===== src/rtl/lbr_pkg.sv =====
// Shared types and codes for the line Bresenham rasteriser.
// No dependencies; used by scoped name by lbr_in_stage, lbr_step_core and the top.
`timescale 1ns / 1ps
`default_nettype none

package lbr_pkg;

  // Item kinds carried on the slave tuser bit
  localparam logic OP_START = 1'b0;
  localparam logic OP_STEP  = 1'b1;

  // Control of the item held in the input register
  typedef struct packed {
    logic valid;
    logic op;
  } item_ctrl_t;

endpackage

`default_nettype wire


===== src/rtl/lbr_in_stage.sv =====
// Input register of the line Bresenham rasteriser.
// Depends on lbr_pkg for the item control struct.
`timescale 1ns / 1ps
`default_nettype none

module lbr_in_stage #(
  parameter int COORD_BITS = 12
) (
  input  wire logic                  clk,
  input  wire logic                  rst,
  input  wire logic                  s_tvalid,
  output logic                       s_tready,
  input  wire logic                  s_op,
  input  wire logic [COORD_BITS-1:0] s_start_x,
  input  wire logic [COORD_BITS-1:0] s_start_y,
  input  wire logic [COORD_BITS-1:0] s_end_x,
  input  wire logic [COORD_BITS-1:0] s_end_y,
  input  wire logic                  advance,
  output lbr_pkg::item_ctrl_t        item_ctrl,
  output logic [COORD_BITS-1:0]      item_start_x,
  output logic [COORD_BITS-1:0]      item_start_y,
  output logic [COORD_BITS-1:0]      item_end_x,
  output logic [COORD_BITS-1:0]      item_end_y
);

  logic held_valid;
  logic held_op;

  // Take a new item whenever the held one is empty or moves on this cycle
  assign s_tready = !held_valid || advance;

  // Hold the control of the buffered item
  always_ff @(posedge clk) begin
    if (rst) begin
      held_valid <= 1'b0;
    end else if (s_tready) begin
      held_valid <= s_tvalid;
    end
  end

  // Capture the payload on each transfer
  always_ff @(posedge clk) begin
    if (s_tvalid && s_tready) begin
      held_op      <= s_op;
      item_start_x <= s_start_x;
      item_start_y <= s_start_y;
      item_end_x   <= s_end_x;
      item_end_y   <= s_end_y;
    end
  end

  assign item_ctrl.valid = held_valid;
  assign item_ctrl.op    = held_op;

endmodule

`default_nettype wire


===== src/rtl/lbr_step_core.sv =====
// Line state, set-up and step arithmetic, and result register.
// Depends on lbr_pkg for the item control struct and op codes.
`timescale 1ns / 1ps
`default_nettype none

module lbr_step_core #(
  parameter int COORD_BITS = 12
) (
  input  wire logic                  clk,
  input  wire logic                  rst,
  input  wire lbr_pkg::item_ctrl_t   item_ctrl,
  input  wire logic [COORD_BITS-1:0] item_start_x,
  input  wire logic [COORD_BITS-1:0] item_start_y,
  input  wire logic [COORD_BITS-1:0] item_end_x,
  input  wire logic [COORD_BITS-1:0] item_end_y,
  output logic                       advance,
  output logic                       res_valid,
  input  wire logic                  res_ready,
  output logic [COORD_BITS-1:0]      res_x,
  output logic [COORD_BITS-1:0]      res_y,
  output logic                       res_pixel_valid,
  output logic                       res_last
);

  localparam int C  = COORD_BITS;
  localparam int IW = C + 2;  // increments
  localparam int EW = C + 3;  // error term

  // Line state
  logic                 line_active, line_active_next;
  logic [C-1:0]         cursor_x, cursor_x_next;
  logic [C-1:0]         cursor_y, cursor_y_next;
  logic [C-1:0]         major_end, major_end_next;
  logic signed [EW-1:0] error_term, error_term_next;
  logic signed [IW-1:0] plain_increment, plain_increment_next;
  logic signed [IW-1:0] diagonal_increment, diagonal_increment_next;
  logic                 minor_step_negative, minor_step_negative_next;
  logic                 walk_along_y, walk_along_y_next;

  // Result fields before the result register
  logic [C-1:0] out_x, out_y;
  logic         out_pixel_valid, out_last;

  // Set-up and step intermediates
  logic [C-1:0] dx, dy, maj_d, min_d;
  logic         y_major;
  logic [C-1:0] start_major;
  logic         err_positive;
  logic [C-1:0] major_now, minor_now, major_stepped, minor_stepped;
  logic         fire;

  // Result register moves when empty or taken downstream
  assign advance = !res_valid || res_ready;
  assign fire    = item_ctrl.valid && advance;

  // Set-up: deltas and choice of major axis
  always_comb begin
    dx      = (item_start_x > item_end_x) ? item_start_x - item_end_x
                                          : item_end_x - item_start_x;
    dy      = (item_start_y > item_end_y) ? item_start_y - item_end_y
                                          : item_end_y - item_start_y;
    y_major = dy > dx;
    maj_d   = y_major ? dy : dx;
    min_d   = y_major ? dx : dy;
  end

  // Step: pick the current major and minor coordinates
  always_comb begin
    err_positive  = !error_term[EW-1] && (error_term != '0);
    major_now     = walk_along_y ? cursor_y : cursor_x;
    minor_now     = walk_along_y ? cursor_x : cursor_y;
    major_stepped = major_now + C'(1);
    if (!err_positive) begin
      minor_stepped = minor_now;
    end else if (minor_step_negative) begin
      minor_stepped = minor_now - C'(1);
    end else begin
      minor_stepped = minor_now + C'(1);
    end
  end

  // Next state and result for the item held in the input register
  always_comb begin
    line_active_next         = line_active;
    cursor_x_next            = cursor_x;
    cursor_y_next            = cursor_y;
    major_end_next           = major_end;
    error_term_next          = error_term;
    plain_increment_next     = plain_increment;
    diagonal_increment_next  = diagonal_increment;
    minor_step_negative_next = minor_step_negative;
    walk_along_y_next        = walk_along_y;
    start_major              = '0;
    out_x                    = '0;
    out_y                    = '0;
    out_pixel_valid          = 1'b0;
    out_last                 = 1'b0;

    case (item_ctrl.op)
      lbr_pkg::OP_START: begin
        walk_along_y_next       = y_major;
        plain_increment_next    = {1'b0, min_d, 1'b0};
        diagonal_increment_next = {1'b0, min_d, 1'b0} - {1'b0, maj_d, 1'b0};
        error_term_next         = {2'b00, min_d, 1'b0} - {3'b000, maj_d};
        if (y_major) begin
          if (item_start_y < item_end_y) begin
            cursor_x_next            = item_start_x;
            cursor_y_next            = item_start_y;
            major_end_next           = item_end_y;
            minor_step_negative_next = !(item_start_x < item_end_x);
          end else begin
            cursor_x_next            = item_end_x;
            cursor_y_next            = item_end_y;
            major_end_next           = item_start_y;
            minor_step_negative_next = !(item_start_x > item_end_x);
          end
          start_major = cursor_y_next;
        end else begin
          if (item_start_x < item_end_x) begin
            cursor_x_next            = item_start_x;
            cursor_y_next            = item_start_y;
            major_end_next           = item_end_x;
            minor_step_negative_next = !(item_start_y < item_end_y);
          end else begin
            cursor_x_next            = item_end_x;
            cursor_y_next            = item_end_y;
            major_end_next           = item_start_x;
            minor_step_negative_next = !(item_start_y > item_end_y);
          end
          start_major = cursor_x_next;
        end
        line_active_next = start_major != major_end_next;
        out_x            = cursor_x_next;
        out_y            = cursor_y_next;
        out_pixel_valid  = 1'b1;
        out_last         = !line_active_next;
      end
      lbr_pkg::OP_STEP: begin
        // Idle step leaves the state alone and reports an empty pixel
        if (line_active) begin
          if (err_positive) begin
            error_term_next = error_term + {diagonal_increment[IW-1], diagonal_increment};
          end else begin
            error_term_next = error_term + {plain_increment[IW-1], plain_increment};
          end
          if (walk_along_y) begin
            cursor_y_next = major_stepped;
            cursor_x_next = minor_stepped;
          end else begin
            cursor_x_next = major_stepped;
            cursor_y_next = minor_stepped;
          end
          line_active_next = major_stepped != major_end;
          out_x            = cursor_x_next;
          out_y            = cursor_y_next;
          out_pixel_valid  = 1'b1;
          out_last         = !line_active_next;
        end
      end
      default: begin
        out_pixel_valid = 1'b0;
      end
    endcase
  end

  // Commit line state when the held item moves into the result register
  always_ff @(posedge clk) begin
    if (rst) begin
      line_active         <= 1'b0;
      cursor_x            <= '0;
      cursor_y            <= '0;
      major_end           <= '0;
      error_term          <= '0;
      plain_increment     <= '0;
      diagonal_increment  <= '0;
      minor_step_negative <= 1'b0;
      walk_along_y        <= 1'b0;
    end else if (fire) begin
      line_active         <= line_active_next;
      cursor_x            <= cursor_x_next;
      cursor_y            <= cursor_y_next;
      major_end           <= major_end_next;
      error_term          <= error_term_next;
      plain_increment     <= plain_increment_next;
      diagonal_increment  <= diagonal_increment_next;
      minor_step_negative <= minor_step_negative_next;
      walk_along_y        <= walk_along_y_next;
    end
  end

  // Result register control
  always_ff @(posedge clk) begin
    if (rst) begin
      res_valid <= 1'b0;
    end else if (advance) begin
      res_valid <= item_ctrl.valid;
    end
  end

  // Result register payload
  always_ff @(posedge clk) begin
    if (fire) begin
      res_x           <= out_x;
      res_y           <= out_y;
      res_pixel_valid <= out_pixel_valid;
      res_last        <= out_last;
    end
  end

endmodule

`default_nettype wire


===== src/rtl/line_bresenham_rasterizer.sv =====
// Top level of the line Bresenham rasteriser: stream ports and packing.
// Depends on lbr_pkg, lbr_in_stage and lbr_step_core.
`timescale 1ns / 1ps
`default_nettype none

// Bresenham line stepper. A start item (tuser 0) carries both endpoints and
// returns the first pixel of the line; each step item (tuser 1) returns the
// next pixel, with tlast on the final point. A step with no line in progress
// returns a result with tuser 0 and zero data. Exactly one result per item,
// in order. Throughput is one item per clock while m_tready does not stall
// the result register: the set-up and the error-term add and compare sit
// between the input register and the result register, and m_tvalid rises
// once the item moves from the input register into the result register.
// Line state updates as an item enters the result register, so back-to-back steps chain without bubbles.
module line_bresenham_rasterizer #(
  parameter int COORD_BITS = 12
) (
  input  wire logic                  clk,
  input  wire logic                  rst,
  input  wire logic                  s_tvalid,
  output logic                       s_tready,
  // start_x, start_y, end_x, end_y from bit 0 up, zero padded to bytes
  input  wire logic [((4*COORD_BITS+7)/8)*8-1:0] s_tdata,
  // op
  input  wire logic                  s_tuser,
  output logic                       m_tvalid,
  input  wire logic                  m_tready,
  // pixel_x, pixel_y from bit 0 up, zero padded to bytes
  output logic [((2*COORD_BITS+7)/8)*8-1:0] m_tdata,
  // pixel_valid
  output logic                       m_tuser,
  // last_pixel
  output logic                       m_tlast
);

  localparam int C     = COORD_BITS;
  localparam int OUT_W = ((2*C+7)/8)*8;

  lbr_pkg::item_ctrl_t item_ctrl;
  logic [C-1:0] item_start_x, item_start_y, item_end_x, item_end_y;
  logic [C-1:0] res_x, res_y;
  logic         advance;

  lbr_in_stage #(.COORD_BITS(C)) u_in_stage (
    .clk          (clk),
    .rst          (rst),
    .s_tvalid     (s_tvalid),
    .s_tready     (s_tready),
    .s_op         (s_tuser),
    .s_start_x    (s_tdata[C-1:0]),
    .s_start_y    (s_tdata[2*C-1:C]),
    .s_end_x      (s_tdata[3*C-1:2*C]),
    .s_end_y      (s_tdata[4*C-1:3*C]),
    .advance      (advance),
    .item_ctrl    (item_ctrl),
    .item_start_x (item_start_x),
    .item_start_y (item_start_y),
    .item_end_x   (item_end_x),
    .item_end_y   (item_end_y)
  );

  lbr_step_core #(.COORD_BITS(C)) u_step_core (
    .clk             (clk),
    .rst             (rst),
    .item_ctrl       (item_ctrl),
    .item_start_x    (item_start_x),
    .item_start_y    (item_start_y),
    .item_end_x      (item_end_x),
    .item_end_y      (item_end_y),
    .advance         (advance),
    .res_valid       (m_tvalid),
    .res_ready       (m_tready),
    .res_x           (res_x),
    .res_y           (res_y),
    .res_pixel_valid (m_tuser),
    .res_last        (m_tlast)
  );

  // Pack the pixel coordinates, zero fill to whole bytes
  assign m_tdata = OUT_W'({res_y, res_x});

endmodule

`default_nettype wire


===== config.mk =====
export PLATFORM = sky130hd
export DESIGN_NAME = line_bresenham_rasterizer
export DESIGN_NICKNAME = d
export VERILOG_FILES = /design/src/rtl/lbr_pkg.sv /design/src/rtl/lbr_in_stage.sv /design/src/rtl/lbr_step_core.sv /design/src/rtl/line_bresenham_rasterizer.sv
export SDC_FILE = /design/constraint.sdc
export NUM_CORES = 1
export LEC_CHECK = 0
export BUFFER_PORTS_ARGS = -buffer_cell sky130_fd_sc_hd__buf_2
export CAP_MARGIN = 20
export CORE_ASPECT_RATIO = 1.4
export CORE_MARGIN = 4
export CORE_UTILIZATION = 39
export CTS_CLUSTER_SIZE = 10
export DETAILED_ROUTE_END_ITERATION = 10
export PLACE_DENSITY = 0.66
export REMOVE_ABC_BUFFERS = 1
export SYNTH_ARGS = -nofsm -noshare
export SYNTH_HDL_FRONTEND = slang
export SYNTH_SLANG_ARGS = --single-unit
export TNS_END_PERCENT = 30

===== constraint.sdc =====
create_clock -name clk -period 13.5 [get_ports clk]
set_input_delay 2.7 -clock clk [delete_from_list [all_inputs] [get_ports clk]]
set_output_delay 2.7 -clock clk [all_outputs]
set_load 0.02 [all_outputs]

==> reports/results.tsv <==
stage	metric	value	unit
drt	dr.pass1.iters	5	
global_route	grt_first_pass_wirelength	61.0	mm
layout	seqCellArea	3870	um2
synth	async_flop_share	0	
hold_path	holdCritPathClass	flip-flop to flip-flop	
die	die_h	223	um
clock_network	cts_tree	done	
job	maxCapViolations	0	
synth	netlist-cell-type-count	99	
clock_network	cts_made_buffers	17	
layout	regMostFlops	u_step_core.error_term	
setup_path	endpoint_kind	flip-flop	
setup_path	critPathMaxFanout	34	
die	pin_count	81	
drt	final_antenna_net_count	0	
synth	synth_seq_cells	156	
outcome	status	finished clean	
layout	reg.largest.list	u_step_core.error_term: 15 flops, u_step_core.diagonal_increment: 13 flops	
drt	drc	0	
synth	ys_seq_area_frac	0.301	
clock_network	cts-hold-fix-buffers	0	
power_and_ir_drop	p_int	1.36	mW
die	rows	78	
layout	instances_no_fill	2064	
power_and_ir_drop	pwr-share-clk	0.184	
layout	largest_reg_flops	15	
sta	drv_slew	0	
sta	max-slew-margin-rel	0.393	
global_route	antenna_found_initial	0	
layout	drive_above_1_share	0.123	
layout	nets	1760	
placement	placed_cells	2030	
drt	via_count	11900	
sta	fmax	123	MHz
sta	finalCritPeriodShare	0.604	
sta	holdWs	0.454	ns
setup_path	critical-path-top-delay-family	compound AO/OA/AOI/OAI gates	
global_route	grt_remaining_overflow	0	
setup_path	cpMaxStageDelayCell	a2111o_2	
synth	synthFlopType	dfxtp_1	
layout	multi_input_area	8320	um2
global_route	gr-usage-all-layers	0.212	
sta	worst_pin_slew	0.903	ns
drt	drt_wl_total	39.1	mm
clock_network	clockBufferDepth	2	
layout	fillers	3268	
die	die-area	36100	um2
sta	hold_viol	0	
setup_path	path_class	flip-flop to flip-flop	
clock_network	clkLatencyLatePin	0.46	ns
power_and_ir_drop	p_seq_frac	0.224	
global_route	grt_pass1_vias	11500	
setup_path	worstPathRequired	13.87	ns
sta	setup_viol	0	
layout	post-route-util	0.438	
synth	syn_area	12900	um2
placement	hpwl	29.9	mm
power_and_ir_drop	p_sw	1.23	mW
power_and_ir_drop	p_sw_frac	0.474	
setup_path	worstSetupStartpointType	flip-flop	
synth	synth.avg_cell_area	8.18	um2
clock_network	ctsResizeCount	0	
clock_network	root_buffer	clkbuf_16	
setup_path	cp_num_buf_inv	0	
setup_path	crit_arrival	8.53	ns
synth	synth_edf_count	75	
die	initial_core_util	0.397	
clock_network	clk_pin_slew	0.07	ns
clock_network	clkSinkCount	156	
power_and_ir_drop	power_density	182	nW/um2
power_and_ir_drop	comb_power_share	0.591	
sta	grt_setup_unrepaired	no	
clock_network	postCtsSetupBuffers	0	
power_and_ir_drop	p_leak	5.65	nW
drt	drt_iter0_drc	885	
drt	viasPerCell	5.78	
sta	finClkSkew	0.0143	ns
power_and_ir_drop	vdd_drop_max	104	uV
sta	tns	0	ns
clock_network	cts_htree_levels	4	
die	coreArea	32500	um2
placement	place_congestion	0.958	
placement	portBuffers	80	
layout	area_delta_synth_final	10.3	%
sta	fin_crit	8.16	ns
setup_path	crit_top_cell	ha_1	
synth	postSynthCellCount	1576	
synth	synth.yosys.warnings	0	
setup_path	critPathMaxStageDelay	0.58	ns
die	die_w	162	um
drt	routedWlPerCell	18.9	um
global_route	grt_max_degree	58	
## cells in the mapped netlist, types with 7 or more instances
library cell  instances  area [um2]
xnor2_1              61         534
a211o_1               7        61.3
o21ai_1               8        40.0
nor2b_1              20         125
mux2i_1              22         220
buf_2                14        70.1
nand2_1             203         762
and2_1               15        93.8
edfxtp_1             75        2250
nor2_1              132         495
inv_1                92         345
a21oi_1             155         776
o211ai_1             44         330
buf_1                13        48.8
a211oi_1             49         368
o21ai_0              71         355
or3_1                15        93.8
a31oi_1              14        87.6
xor2_1               33         289
dfxtp_1              81        1620
nand3_1              27         135
clkbuf_1             51         191
o22ai_1              10        62.6
nor3_1               24         120
a21o_1               18         135
mux2_2               13         146
nor4_1               11        68.8
ha_1                 90        1130
o21a_1               19         143
nand4_1              11        68.8
fa_1                  7         140
o21bai_1             14         105
## worst register-to-register path, delay by kind of cell, from the launching register on
kind | cells | cell delay, ns
AO/OA/AOI/OAI | 14 | 3.76
multiplexers | 1 | 0.40
flip-flops | 1 | 0.46
adder cells (fa/ha/maj) | 4 | 1.33
XOR/XNOR | 2 | 0.32
AND/OR/NAND/NOR | 6 | 1.79
## layout by cell type (no fill, tap or decap), drive strengths merged, types with 18 or more instances in the layout
| cell type | instances |
|---|---|
| a211oi | 52 |
| a21o | 18 |
| a21oi | 158 |
| and2 | 18 |
| buf | 98 |
| clkbuf | 19 |
| dfxtp | 81 |
| edfxtp | 75 |
| ha | 90 |
| inv | 102 |
| mux2i | 23 |
| nand2 | 206 |
| nand3 | 29 |
| nor2 | 134 |
| nor2b | 20 |
| nor3 | 24 |
| o211ai | 44 |
| o21a | 19 |
| o21ai | 82 |
| xnor2 | 61 |
| xor2 | 33 |
## routing by layer
| layer | vias to the layer above | routed length (um) | global-route usage |
|---|---|---|---|
| li1 | 5808 | - | - |
| met1 | 5633 | 15800 | 0.254 |
| met2 | 402 | 19600 | 0.375 |
| met3 | 87 | 2070 | 0.0316 |
| met4 | 0 | 1600 | 0.0958 |
| met5 | - | 0 | 0 |
## area by class of cell
type,count,share of cell area
Timing Repair Buffer,98,0.0385
Inverter,96,0.0253
Clock inverter,13,0.00915
Sequential cell,156,0.273
Tap cell,440,0.0387
Clock buffer,19,0.0304
Antenna cell,1,0.000176
Multi-Input combinational cell,1241,0.585
## final timing paths
kind         slack (ns)                                end  depth (start not counted)                         startpoint
max                5.34         u_step_core.error_term[12]                         27           u_in_stage.item_end_y[0]
min                0.45  u_step_core.diagonal_increment[3]                          2  u_step_core.diagonal_increment[3]
max reg2reg        5.34         u_step_core.error_term[12]                         27           u_in_stage.item_end_y[0]
min reg2reg        0.45  u_step_core.diagonal_increment[3]                          2  u_step_core.diagonal_increment[3]
## metrics by stage
stage	power, mW	setup WS, ns	cell area [um2]
2_1_floorplan	1.69	5.59	12500
3_3_place_gp	2.08	5.74	13600
3_5_place_dp	2.10	5.51	13600
4_1_cts	2.58	5.46	14200
5_1_grt	2.76	4.61	14200
6_report	2.59	5.34	14200
## logic make-up (layout without fill, tap and decap cells)
| kind of cell | count (synthesis) | count (layout) | synth area share |
|---|---|---|---|
| AO/OA/AOI/OAI | 510 | 510 | 0.273 |
| buffers and inverters | 179 | 226 | 0.0558 |
| other | 0 | 1 | 0 |
| flip-flops | 156 | 156 | 0.301 |
| AND/OR/NAND/NOR | 503 | 503 | 0.178 |
| XOR/XNOR | 94 | 94 | 0.0639 |
| multiplexers | 37 | 37 | 0.0304 |
| adder cells (fa/ha/maj) | 97 | 97 | 0.0982 |
## power groups by stage
stage                     clock, mW  sequential, mW  combinational, mW
final                         0.477           0.581               1.53
after CTS                     0.486           0.580               1.52
after detailed placement          0           0.590               1.51
after floorplan                   0           0.597               1.09
after global routing          0.500           0.586               1.67
after global placement            0           0.589               1.49
No activity file was read; power rests on OpenSTA's default activity.
